### src/design/mcf_ram.sv
// generic single-port-write ram with one registered read port
// no dependencies; used for the arc table and the node table
module mcf_ram #(
   parameter int WIDTH = 8,
   parameter int DEPTH = 16
) (
   input  logic                     clock,
   input  logic                     wr_en,
   input  logic [$clog2(DEPTH)-1:0] wr_addr,
   input  logic [WIDTH-1:0]         wr_data,
   input  logic [$clog2(DEPTH)-1:0] rd_addr,
   output logic [WIDTH-1:0]         rd_data
);
   logic [WIDTH-1:0] mem_ff [DEPTH];
   logic [WIDTH-1:0] rd_data_ff;

   always_ff @(posedge clock) begin
      if (wr_en) begin
         mem_ff[wr_addr] <= wr_data;
      end
      rd_data_ff <= mem_ff[rd_addr];
   end

   assign rd_data = rd_data_ff;
endmodule

### config.mk
export PLATFORM = sky130hd
export DESIGN_NAME = mcf_ram
export DESIGN_NICKNAME = d
export VERILOG_FILES = /design/src/design/mcf_ram.sv
export SDC_FILE = /design/constraint.sdc
export NUM_CORES = 1
export LEC_CHECK = 0
export ABC_AREA = 1
export BUFFER_PORTS_ARGS = -buffer_cell sky130_fd_sc_hd__buf_2
export CORE_MARGIN = 5
export CORE_UTILIZATION = 60
export CTS_CLUSTER_SIZE = 30
export DETAILED_ROUTE_END_ITERATION = 10
export PLACE_DENSITY = 0.86
export SLEW_MARGIN = 20
export SYNTH_ARGS = -nofsm -noshare
export SYNTH_HDL_FRONTEND = slang
export SYNTH_SLANG_ARGS = --single-unit
### constraint.sdc
create_clock -name clock -period 2.4 [get_ports clock]
set_clock_uncertainty 0.1 [all_clocks]
set_input_delay 0.36 -clock clock [delete_from_list [all_inputs] [get_ports clock]]
set_output_delay 0.36 -clock clock [all_outputs]
set_load 0.02 [all_outputs]
After elaboration in Yosys (flattened, before gate mapping)
Memory sizes are Yosys's and may differ from the RTL's. A register that Yosys moved wholly into a read port is not among the register bits.
Index checks and enable logic that the tools add are counted.
W data, S select, Z words.
{"block": "word_totals", "ff_bits": 0, "ramBits": 128, "inputBits": 18, "output_inout_bits": 8, "memories": 1}
{"name": "mem_ff", "depth": 16, "width": 8, "rd": 1, "rd_ports_with_merged_regs": 1, "write_ports": 1, "line_no": "14", "text": "logic [WIDTH-1:0] mem_ff [DEPTH];"}
{"block": "op_classes", "muxes": 2}
{"op": "$mux W1", "n": 2}

Logic depth before layout (Yosys ltp)
{"block": "logic_depth", "depth_word": 2, "ltp_mapped": 8}

Least setup slack after synthesis
Ideal clock, no wire load.
{"block": "synth_path", "path_kind": "in2reg", "from": "in wr_addr[2]", "to": "mem mem_ff[10][0] (enable)", "setup_ns": 0.370, "arrival_time_ns": 0.941, "slack_ns": 0.989, "stages": 2, "path_buffers": 0, "cell_sequence": "nand3b_1 > nor2_1"}
{"element": "from (decl)", "line_no": "9", "text": "input logic [$clog2(DEPTH)-1:0] wr_addr,"}
{"element": "to (decl)", "line_no": "14"}
No word-level cell before the write port.

Worst setup path in the final report
{"block": "layout_path", "from": "reg rd_data_ff[7], in the netlist rd_data[7], read port of mem_ff", "to": "out rd_data[7]"}
{"element": "from (decl)", "line_no": "15", "text": "logic [WIDTH-1:0] rd_data_ff;"}
{"element": "to (decl)", "line_no": "12", "text": "output logic [WIDTH-1:0] rd_data"}
No word-level cell between the ends.

==> metrics.md <==
| Metric | Value |
|---|---|
| Run status | `finished clean` |
| Overall routing resource usage | `about a quarter` |
| ANT nets after route | `0` |
| HPWL Detailed | `7880 um` |
| CTS Buf Count | `17` |
| Cell area after synthesis | `0.00577 sq mm` |
| Synth top area cells | `edfxtp_1 (67%), nand2_1 (11%), nand3_1 (8.4%), inv_1 (6.5%), dfxtp_1 (2.8%)` |
| Port Buffers | `25` |
| Crit path required time | `1.94 ns` |
| TritonCTS clock tree | `yes` |
| Hold Buf Count CTS | `0` |
| Synth Area per Inst | `10.5 sq um` |
| Mapped Nets | `569` |
| Largest net degree at the start of global routing | `between 60 and 70` |
| HP Class | `primary input to flip-flop` |
| Synth Instances | `551` |
| Worst-skew pair later-pin latency | `0.52 ns` |
| Initial Utilization | `62.1%` |
| Filler Cells Inserted | `between 600 and 700` |
| Max Slew Vio Count | `0` |
| H-Tree Depth | `4` |
| Power Density | `857 mW/mm^2` |
| Die Y-Extent | `~110 um` |
| Final instance area | `approximately 0.0065 sq mm` |
| Max-Cap Viols | `0` |
| Post-CTS setup buffer count | `0` |
| Area delta synth->final | `13.0%` |
| Fraction of layout cells with a size suffix above 1 | `10.5%` |
| Drt wl/cell | `18.2 um` |
| Maximum clock insertion buffer count | `2` |
| Vias per inst | `5.53` |
| Synth area leader | `edfxtp_1` |
| Startpoint Class | `flip-flop` |
| Total number of vias | `~4.0k` |
| Final setup TNS | `0 ns` |
| Setup CP Type | `flip-flop to primary output` |
| Worst setup slack after placement | `0.554 ns` |
| Final Critical Period | `1.51 ns` |
| RSZ-0062 raised after global routing | `false` |
| Worst setup margin | `0.895 ns` |
| Routed wl met2 | `6570 um` |
| DP Area | `0.00593 sq mm` |
| Num rows | `35` |
| Most frequent cells in the layout | `nand2_1 (173), edfxtp_1 (128), inv_1 (100)` |
| N_diodes | `0` |
| Clock root cell | `clkbuf_8` |
| Period utilisation layout | `62.7%` |
| Post-synthesis cell type count | `12` |
| Number of global-route vias before repair | `between 3k and 4k` |
| Post-Route WL | `around 13000 um` |
| Grt ovf | `0` |
| Core footprint | `~0.0093 sq mm` |
| First-pass GRT wire length | `20700 um` |
| Most common cell after layout, fill and taps aside | `nand2_1` |
| Drt first pass iters | `7` |
| CTS sink cnt | `136` |
| Top sig layer | `met4` |
| Worst path top cell family by delay | `flip-flops` |
| Reg clk slew, reported paths | `0.06 ns` |
| VDD IR max | `0.000637 V` |
| DRC viols | `0` |
| DRT met1 WL | `4790 um` |
| Starting DRT DRC Count | `484` |
| Final nets | `593` |
| Critical path's largest stage delay | `0.35 ns` |
| FF+latch count, synth | `136` |
| WP data arrival | `1.05 ns` |
| Fin util | `between 70 and 80%` |
| PostCTS Resize Cnt | `0` |
| Final hold vios | `0` |
| Tot Pwr | `about 5.6 mW` |
| I/O pin total | `26` |
| Sequential fraction of the synthesis area | `69.4%` |
| Yosys Warn Count | `0` |
| CP max-delay cell | `dfxtp_1` |
| WL met3 | `1200 um` |
| Pleak | `2.82 nW` |
| WP buf/inv | `1` |
| Setup-failing EPs final | `0` |
| Crit. End Element | `primary output` |
| Max Fclk | `between 600 and 700 MHz` |
| Final GP Congestion | `0.930` |
| Crit Path Max Fanout | `1` |
| Post-synth top area share | `between 60% and 70%` |
| Max-slew headroom | `45.0%` |
| Slew @ Worst Pin | `about 0.82 ns` |
| Initial antenna violation count | `0` |
| Cell chain of the critical path | `buf_2` |
| Die area | `approximately 0.012 sq mm` |
| Horiz. Die Dim | `between 100 and 150 um` |
-- area by class of cell --
type | count | area (sq um) | share of cell area (%)
clock buffer | 17 | 414 | 6.35
clock inverter | 15 | 175 | 2.69
inverter | 102 | 383 | 5.87
multi-input combinational | 289 | 1210 | 18.6
sequential | 136 | 4000 | 61.4
tap | 129 | 161 | 2.48
timing repair buffer | 29 | 168 | 2.57
-- path summary, 6_finish.rpt --
check / from / endpoint / slack [ns] / cells past startpoint
max: rd_data[7] / rd_data[7] / 0.89 / 1
min: rd_addr[3] / rd_data[3] / 0.11 / 3
max reg2reg: mem_ff[1][7] / rd_data[7] / 1.19 / 6
min reg2reg: mem_ff[10][3] / rd_data[3] / 0.59 / 6
-- through the flow --
step           hold slack (ns)  std cells
6_report                 0.105        717
3_3_place_gp             0.561        685
2_1_floorplan            0.359        551
3_5_place_dp             0.568        685
4_1_cts                 0.0785        717
5_1_grt                 0.0968        717
-- worst register-to-register path, stage by stage (launching register included) --
cell	delay, ns
edfxtp_1	0.43
inv_1	0.10
nand2_1	0.06
nand3_1	0.11
nand3_1	0.12
nand3_1	0.13
nand2_1	0.06
-- cells in the mapped netlist, drive strengths merged --
master,count
inv,102
edfxtp,128
nand3b,2
nor2,17
dfxtp,8
nand2,173
nand3,97
buf,24
-- flip-flops by register name, summed over array words and instances (netlist names) --
name / flops
mem_ff: 128
rd_data: 8
-- cells by family after synthesis --
kind of cell	after synthesis	synth area share [%]
flip-flops	136	69.4
AND/OR/NAND/NOR	289	21.0
buffers and inverters	126	9.52
-- layer usage --
metal | global-route usage [%] | vias to the layer above
li1 | - | 1820
met3 | 5.25 | 48
met4 | 11.3 | 0
met1 | 29.3 | 1855
met5 | 0 | -
met2 | 41.3 | 240
-- power breakdown --
| group | leakage, nW | internal (mW) | switching, mW | total (mW) |
|---|---|---|---|---|
| registers | 1.22 | 2.66 | 0.0174 | 2.67 |
| clock network | 0.282 | 1.58 | 0.995 | 2.58 |
| logic | 1.31 | 0.0880 | 0.248 | 0.336 |
Note: power is estimated with default switching activity, not from simulation.
