File: config.mk
export PLATFORM = sky130hd
export DESIGN_NAME = mcf_relax_unit
export DESIGN_NICKNAME = d
export VERILOG_FILES = /design/src/design/mcf_pkg.sv /design/src/design/mcf_relax_unit.sv
export SDC_FILE = /design/constraint.sdc
export NUM_CORES = 1
export LEC_CHECK = 0
export ABC_AREA = 1
export BUFFER_PORTS_ARGS = -buffer_cell sky130_fd_sc_hd__clkbuf_2
export CAP_MARGIN = 25
export CORE_ASPECT_RATIO = 1.2
export CORE_MARGIN = 2
export CORE_UTILIZATION = 50
export DETAILED_ROUTE_END_ITERATION = 16
export GPL_TIMING_DRIVEN = 0
export PLACE_DENSITY = 0.84
export SYNTH_ARGS = -nofsm -noshare
export SYNTH_HDL_FRONTEND = slang
export SYNTH_SLANG_ARGS = --single-unit
File: constraint.sdc
create_clock -name vclk -period 3.7
set_input_delay 0.185 -clock vclk [all_inputs]
set_output_delay 0.185 -clock vclk [all_outputs]
set_load 0.01 [all_outputs]
File: src/design/mcf_pkg.sv
// shared types and constants for the min-cost flow solver
// no dependencies; imported by the solver core, the relax unit and the testbench
package mcf_pkg;

   localparam int DistW = 32;
   localparam int CostW = 16;
   localparam int CapW  = 16;
   localparam int FlowW = 24;
   localparam int TotW  = 48;
   localparam int PortNodeW = 6;

   localparam logic REQ_ADD   = 1'b0;
   localparam logic REQ_SOLVE = 1'b1;

   localparam logic [1:0] STATUS_OK         = 2'd0;
   localparam logic [1:0] STATUS_INFEASIBLE = 2'd1;
   localparam logic [1:0] STATUS_FULL       = 2'd2;
   localparam logic [1:0] STATUS_BAD_NODE   = 2'd3;

   typedef enum logic [3:0] {
      S_IDLE, S_BF_INIT, S_PASS_START, S_ARC_RD, S_ARC_GET, S_NODE_A, S_NODE_B,
      S_RELAX_F, S_RELAX_B, S_PASS_END, S_WALK_CHK, S_WALK_PRED, S_WALK_ARC,
      S_MUL, S_ACC, S_FIN
   } mcf_state_type;

   typedef struct packed {
      logic                    take;
      logic signed [DistW-1:0] cand_dist;
   } mcf_relax_type;

endpackage

File: src/design/mcf_relax_unit.sv
// shared add and compare unit for one edge relaxation
// depends on mcf_pkg
module mcf_relax_unit (
   input  logic                             from_seen,
   input  logic                             to_seen,
   input  logic                             residual_nz,
   input  logic signed [mcf_pkg::DistW-1:0] from_dist,
   input  logic signed [mcf_pkg::CostW:0]   weight,
   input  logic signed [mcf_pkg::DistW-1:0] to_dist,
   output mcf_pkg::mcf_relax_type           result
);
   import mcf_pkg::*;

   logic signed [DistW-1:0] cand;

   assign cand = from_dist + DistW'(weight);

   always_comb begin
      result.cand_dist = cand;
      result.take = residual_nz && from_seen && (!to_seen || (cand < to_dist));
   end
endmodule

---- Word level (Yosys, flattened, before mapping) ----
Index checks and enable logic that the tools add are counted.
storage, ports and cells
  bits in registers ....................... 0
  output and inout port bits .............. 33
  word-level logic and storage cells ...... 6
operators by class
  $add $sub $neg .......................... 1
  magnitude comparators ................... 1
  reduce and logical (&&, ||, !) cells .... 4
operator list
  kind                         number
  adder 32 x 17 -> 32 bit      1
  less-than comparator 32 bit  1
  logical AND 1 bit            2
  zero test 1 bit              1
  logical OR 1 bit             1

---- Logic depth before layout (Yosys ltp) ----
Gate-level depths: netlist of the first run.
  depth in word-level cells ............... 4
  depth in mapped cells ................... 21

---- Worst setup path after synthesis of the first run ----
OpenSTA, ideal clock, no wires.
  path type ............................... input to output
  start ................................... input from_dist[0] in the netlist's numbering
  end ..................................... output result[32] in the netlist's numbering
  arrival ................................. 2646 ps
  data required time ...................... 3515 ps
  slack ................................... 869 ps
  cell stages on the path ................. 19
  cell sequence ........................... ha_1 fa_1 nand3_1 nand2_2 a21oi_4 o21ai_2 nand3_1 nand2_1 xor2_1 ha_1 nand2_1 nor2_1 nor2_1 nand3_1 nor2_1 nand3_1 nand2_1 nor2_1 nor2_1
RTL lines
  item             line                  source
  start, declared  mcf_relax_unit.sv:7   input logic signed [mcf_pkg::DistW-1:0] from_dist,
  end, declared    mcf_relax_unit.sv:10  output mcf_pkg::mcf_relax_type result

==> flow_summary.json, run 1 <==
{
  "crit_chain": "buf_2 > ha_2 > nand2_1 > inv_1 > a21oi_2 > a21boi_1 > o21ai_0 > nor2_1 > nand2_1 > nand2_1 > nand2_1 > ha_1 > nand2_1 > o21ai_0 > nand2_1 > nand3_1 > nor2_1 > a21oi_1 > nor2_1 > nor2_1 > clkbuf_2",
  "synth_nets": 581,
  "critPathCaptureType": "primary output",
  "synth.most_common_cell": "nand2_1",
  "antenna_found_initial": 0,
  "whs_ps": 642,
  "peakVddDrop_mv": 0.145,
  "swShare_pct": 59.6,
  "ys_seq_area_share_pct": 0,
  "cts_setup_buffers": 0,
  "firstDrtPassIters": 4,
  "synth_commonest_cells": "nand2_1 (90), inv_1 (69), ha_1 (62)",
  "dp_cells": 613,
  "power.switching_uw": 419,
  "start_kind": "primary input",
  "syn_area_per_cell_um2": 6.11,
  "final_cells": 613,
  "vias": 3150,
  "slew_violations": 0,
  "tightest_slew_ps": 395,
  "fin_ws_ps": 387,
  "netlist.top_cell.by_area": "ha_1",
  "synthCells": 434,
  "drive_gt1_share_pct": 26.3,
  "crit_slowest_cell": "ha_2",
  "worstPathArrival_ps": 3130,
  "core_mm2": 0.00519,
  "grt_usage_pct": 24.7,
  "grt_pass1_vias": 3011,
  "grt_pass1_wl_um": 12400,
  "synth_top_cells_by_area": "ha_1 (29%), nand2_1 (13%), a21oi_1 (10%)",
  "wire_per_inst_um": 12.1,
  "busiest_layer": "met2",
  "max_slew_margin_pct": 73.5,
  "crit_top_cell": "nand2_1",
  "fillers": 504,
  "antenna_left": 0,
  "multi_input_area_mm2": 0.00239,
  "seq_cells": 0,
  "die-area_mm2": 0.00590,
  "max_freq_ghz": 0.302,
  "nets": 700,
  "pin_count": 117,
  "wirelength_um": 7410,
  "crit_buf_inv": 3,
  "tns_ps": 0,
  "rows": 29,
  "p_comb_share_pct": 100.0,
  "gr-usage-met1_pct": 29.9,
  "via_per_inst": 5.14,
  "die_y_um": 83.8,
  "portBuffers": 117,
  "grt_start_max_net_pins": 17,
  "use_met2_pct": 47.9,
  "start_util_pct": 51.1,
  "hp-class": "primary input to primary output",
  "period_share_pct": 89.5,
  "yosysUniqueCellTypes": 31,
  "max_stage_delay_ps": 390,
  "fp.dieW_um": 70.5,
  "status": "finished, final reports clean",
  "max_cap_violations": 0,
  "critPathMaxFanout": 16,
  "ys_warn_count": 0,
  "cts_hold_buf": 0,
  "finalHoldViolations": 0,
  "preCtsSetupSlack_ps": 291,
  "grtUsageMet3_pct": 0.483,
  "p_leak_nw": 1.92,
  "synth_top_area_share_pct": 29.3,
  "clockPowerShare_pct": 0,
  "rsz0062_at_grt": "false",
  "setup_viol": 0,
  "internal-power_uw": 284,
  "grt_overflow_total": 0,
  "cp.required_ps": 3510,
  "crit_family": "compound AO/OA/AOI/OAI gates",
  "drc": 0,
  "gp_congestion": 0.893,
  "drt_iter0_drc": 99,
  "num_antenna_cells": 0,
  "syn2layout_area_growth_pct": 25.1,
  "power_frac_seq_pct": 0,
  "mappedNetlistArea_mm2": 0.00265,
  "place_hpwl_um": 6800,
  "min_period_ps": 3310,
  "final_core_util_pct": 63.9,
  "crit_type": "primary input to primary output",
  "nClkBuffers": 0,
  "seqCellArea_um2": 0,
  "power_density_mw_per_mm2": 212
}
==> area by class of cell <==
cell class                      count  share of cell area (%)
Multi-Input combinational cell    364                    72.1
Inverter                           70                    7.92
Timing Repair Buffer              117                    17.7
Tap cell                           62                    2.34
==> kinds of logic after synthesis <==
family,count (synthesis),synth area share (%)
AO/OA/AOI/OAI,105,23.9
AND/OR/NAND/NOR,169,27.2
buffers and inverters,70,9.91
XOR/XNOR,27,8.92
adder cells (fa/ha/maj),63,30.0
==> worst paths after layout <==
kind / startpoint / end / slack [ps] / cells after the start
min: from_seen / result[32] / 640 / 4
max: weight[16] / result[32] / 390 / 21
==> power by group through the flow <==
stage	clock network (mW)	registers, mW	logic [mW]
2_1_floorplan	0	0	0.472
3_3_place_gp	0	0	0.684
3_5_place_dp	0	0	0.700
4_1_cts	0	0	0.705
5_1_grt	0	0	0.793
6_report	0	0	0.703
==> layer usage <==
metal	up-vias	routed length, um
li1	1693	-
met1	1345	3180
met2	100	3750
met3	12	315
met4	0	166
met5	-	0
==> per-stage QoR <==
| step | power (mW) | area [um^2] |
|---|---|---|
| after global placement | 0.684 | 3310 |
| after floorplan | 0.472 | 2650 |
| final | 0.703 | 3320 |
| after global routing | 0.793 | 3320 |
| after detailed placement | 0.700 | 3310 |
| after CTS | 0.705 | 3310 |
==> cells in the final DEF (no fill, tap or decap), types with 5 or more instances in the layout <==
master | synthesis | final
clkbuf_2 | 0 | 116
a21oi_2 | 6 | 6
nor2_2 | 5 | 5
o21ai_0 | 22 | 22
xnor2_1 | 9 | 9
nand2_2 | 5 | 5
ha_1 | 62 | 61
nand3_1 | 11 | 11
inv_1 | 69 | 69
xor2_1 | 18 | 18
nand2_1 | 90 | 90
a21oi_1 | 53 | 53
nand4_1 | 6 | 6
nor3_1 | 7 | 7
nor2_1 | 39 | 39
o21bai_1 | 5 | 5
==> repair_timing <==
| item | 4_1_cts | 5_1_grt |
|---|---|---|
| resized for setup | 0 | 2 |
| hold endpoints to repair | 0 | 0 |
| setup endpoints to repair | 0 | 1 |
Note: power is estimated with default switching activity, not from simulation.
==> run 2: changes to the inputs <==
--- a/config.mk
+++ b/config.mk
@@ -5,7 +5,7 @@
 export SDC_FILE = /design/constraint.sdc
 export NUM_CORES = 1
 export LEC_CHECK = 0
-export ABC_AREA = 1
+export ABC_AREA = 0
 export BUFFER_PORTS_ARGS = -buffer_cell sky130_fd_sc_hd__clkbuf_2
 export CAP_MARGIN = 25
 export CORE_ASPECT_RATIO = 1.2
@@ -13,7 +13,7 @@
 export CORE_UTILIZATION = 50
 export DETAILED_ROUTE_END_ITERATION = 16
 export GPL_TIMING_DRIVEN = 0
-export PLACE_DENSITY = 0.84
+export PLACE_DENSITY = 0.85
 export SYNTH_ARGS = -nofsm -noshare
 export SYNTH_HDL_FRONTEND = slang
 export SYNTH_SLANG_ARGS = --single-unit
==> flow_summary.json, run 2 <==
{
  "status": "finished, violations left",
  "failed_checks": "negative setup slack",
  "antenna_left": 0,
  "yosysUniqueCellTypes": 53,
  "grt_start_max_net_pins": 17,
  "grtUsageMet3_pct": 2.22,
  "grt_usage_pct": 27.3,
  "crit_family": "compound AO/OA/AOI/OAI gates",
  "whs_ps": 682,
  "cp-startpoint": "from_dist[0]",
  "synthCells": 336,
  "seq_cells": 0,
  "power_frac_seq_pct": 0,
  "min_from": "from_seen",
  "synth_top_family_by_area": "compound AO/OA/AOI/OAI gates",
  "setup_viol": 1,
  "gr-usage-met1_pct": 29.8,
  "max_cap_violations": 0,
  "vias": 3066,
  "start_util_pct": 51.1,
  "busiest_layer": "met2",
  "firstDrtPassIters": 4,
  "layout.cells.most_common_list": "clkbuf_2 (117), ha_1 (50), inv_1 (36), a21oi_1 (30), a21o_1 (30)",
  "synth_xor_area_share_pct": 10.6,
  "hold_depth": 4,
  "max_stage_delay_ps": 590,
  "place_hpwl_um": 6210,
  "synth.most_common_cell": "ha_1",
  "grt_overflow_total": 0,
  "power_density_mw_per_mm2": 233,
  "grt_pass1_wl_um": 12400,
  "synth_top_cells_by_area": "ha_1 (31%), a21o_1 (9.0%), a21oi_1 (7.4%)",
  "core_mm2": 0.00487,
  "dp_cells": 513,
  "tightest_slew_ps": 414,
  "syn2layout_area_growth_pct": 40.7,
  "final_cells": 523,
  "grt_pass1_vias": 2991,
  "finalPower_uw": 815,
  "wirelength_um": 7680,
  "drc": 0,
  "cts_hold_buf": 0,
  "slew_violations": 0,
  "ys_seq_area_share_pct": 0,
  "rows": 28,
  "start_kind": "primary input",
  "pin_count": 117,
  "portBuffers": 117,
  "synth_top_area_share_pct": 31.2,
  "crit_slowest_cell": "or4_4",
  "internal-power_uw": 373,
  "wire_per_inst_um": 14.7,
  "swShare_pct": 54.3,
  "crit_chain": "clkbuf_2 > ha_4 > fa_2 > a211oi_4 > nor3_2 > o21ai_2 > nand3_2 > a221oi_4 > o21ai_1 > xor2_1 > ha_1 > nand4_1 > or4_4 > o311ai_4 > nor3_2 > clkbuf_2",
  "max_freq_ghz": 0.261,
  "p_leak_nw": 1.92,
  "crit_type": "primary input to primary output",
  "ys_warn_count": 0,
  "finalHoldViolations": 0,
  "layout_commonest_cell": "clkbuf_2",
  "max_slew_margin_pct": 72.3,
  "netlist.top_cell.by_area": "ha_1",
  "synth_adder_area_share_pct": 32.0,
  "drt_iter0_drc": 85,
  "use_met2_pct": 53.9,
  "synth_commonest_cells": "ha_1 (62), a21oi_1 (37), inv_1 (36)",
  "peakVddDrop_mv": 0.146,
  "fp.dieW_um": 68.4,
  "nClkBuffers": 0,
  "synth.area.mux_share_pct": 0.452,
  "syn_area_per_cell_um2": 7.41,
  "synth_compound_area_share_pct": 34.1,
  "die-area_mm2": 0.00556,
  "period_share_pct": 104,
  "die_y_um": 81.3,
  "synthSimpleGateAreaFrac_pct": 16.4,
  "num_antenna_cells": 0,
  "min_period_ps": 3840,
  "drive_gt1_share_pct": 38.9,
  "p_comb_share_pct": 100.0,
  "crit_buf_inv": 2,
  "worstPathArrival_ps": 3650,
  "via_per_inst": 5.86,
  "seqCellArea_um2": 0,
  "synth_nets": 483,
  "power.switching_uw": 442,
  "hp-class": "primary input to primary output",
  "antenna_found_initial": 0,
  "clockPowerShare_pct": 0,
  "cp.depth": 16,
  "nets": 612,
  "gp_congestion": 0.931,
  "final_core_util_pct": 71.9,
  "mappedNetlistArea_mm2": 0.00249,
  "critPathMaxFanout": 3,
  "fin_ws_ps": -135,
  "fillers": 398,
  "critPathCaptureType": "primary output",
  "cp.required_ps": 3510,
  "rsz0062_at_grt": "true"
}
run 2: cell types whose count changed after synthesis, moves of 7 or more:
| cell | delta |
|---|---|
| inv_1 | -33 |
| nand2_1 | -75 |
| nand3_1 | -7 |
| xnor2_1 | +10 |
| a21oi_1 | -16 |
| nor2_1 | -31 |
| a21o_1 | +28 |
| xor2_1 | -7 |
run 2: worst paths after layout:
| kind | to | slack (ps) |
|---|---|---|
| worst max-delay path | result[32] | -140 |
| worst min-delay path | result[32] | 680 |
run 2: area by class of cell:
class / instances / area [um^2] / share of cell area, %
buffer: 5 / 25.0 / 0.714
inverter: 36 / 135 / 3.86
multi-input combinational: 294 / 2590 / 74.0
tap: 60 / 75.1 / 2.14
timing repair buffer: 128 / 677 / 19.3
run 2: cell families (layout without fill, tap and decap cells):
family	after synthesis	after routing
AOI/OAI and AO/OA	129	129
xor gates and xnor gates	30	30
adders and majority gates	63	63
buffers and inverters	42	169
muxes	1	1
and+or+nand+nor	71	71
run 2: what timing repair did:
action / CTS / global route
resized for setup: 45 / 4
setup buffers: 11 / 0
pin swaps: 25 / 1
endpoints found under the setup margin: 1 / 1
run 2: worst min-delay path, cell delays in order:
cell and delay [ps]:
clkbuf_2 100, o311ai_4 60, nor3_2 30, clkbuf_2 110
run 2: power groups by stage:
stage / sequential (mW) / clock (mW) / combinational, mW
global placement: 0 / 0 / 0.681
floorplan: 0 / 0 / 0.472
CTS: 0 / 0 / 0.800
finish: 0 / 0 / 0.815
detailed placement: 0 / 0 / 0.697
global route: 0 / 0 / 0.904
run 2: routing by layer:
metal	vias up	wire [um]
met1	1396	3030
met3	18	480
met5	-	0
met2	136	4010
li1	1516	-
met4	0	158
run 2: per-stage QoR:
stage / setup TNS, ps / instance area [um^2] / setup slack, ps
finish: -135 / 3500 / -135
global route: -336 / 3500 / -336
CTS: -75.2 / 3490 / -75.2
detailed placement: -604 / 3160 / -604
global placement: -601 / 3160 / -601
floorplan: 0 / 2500 / 11.9
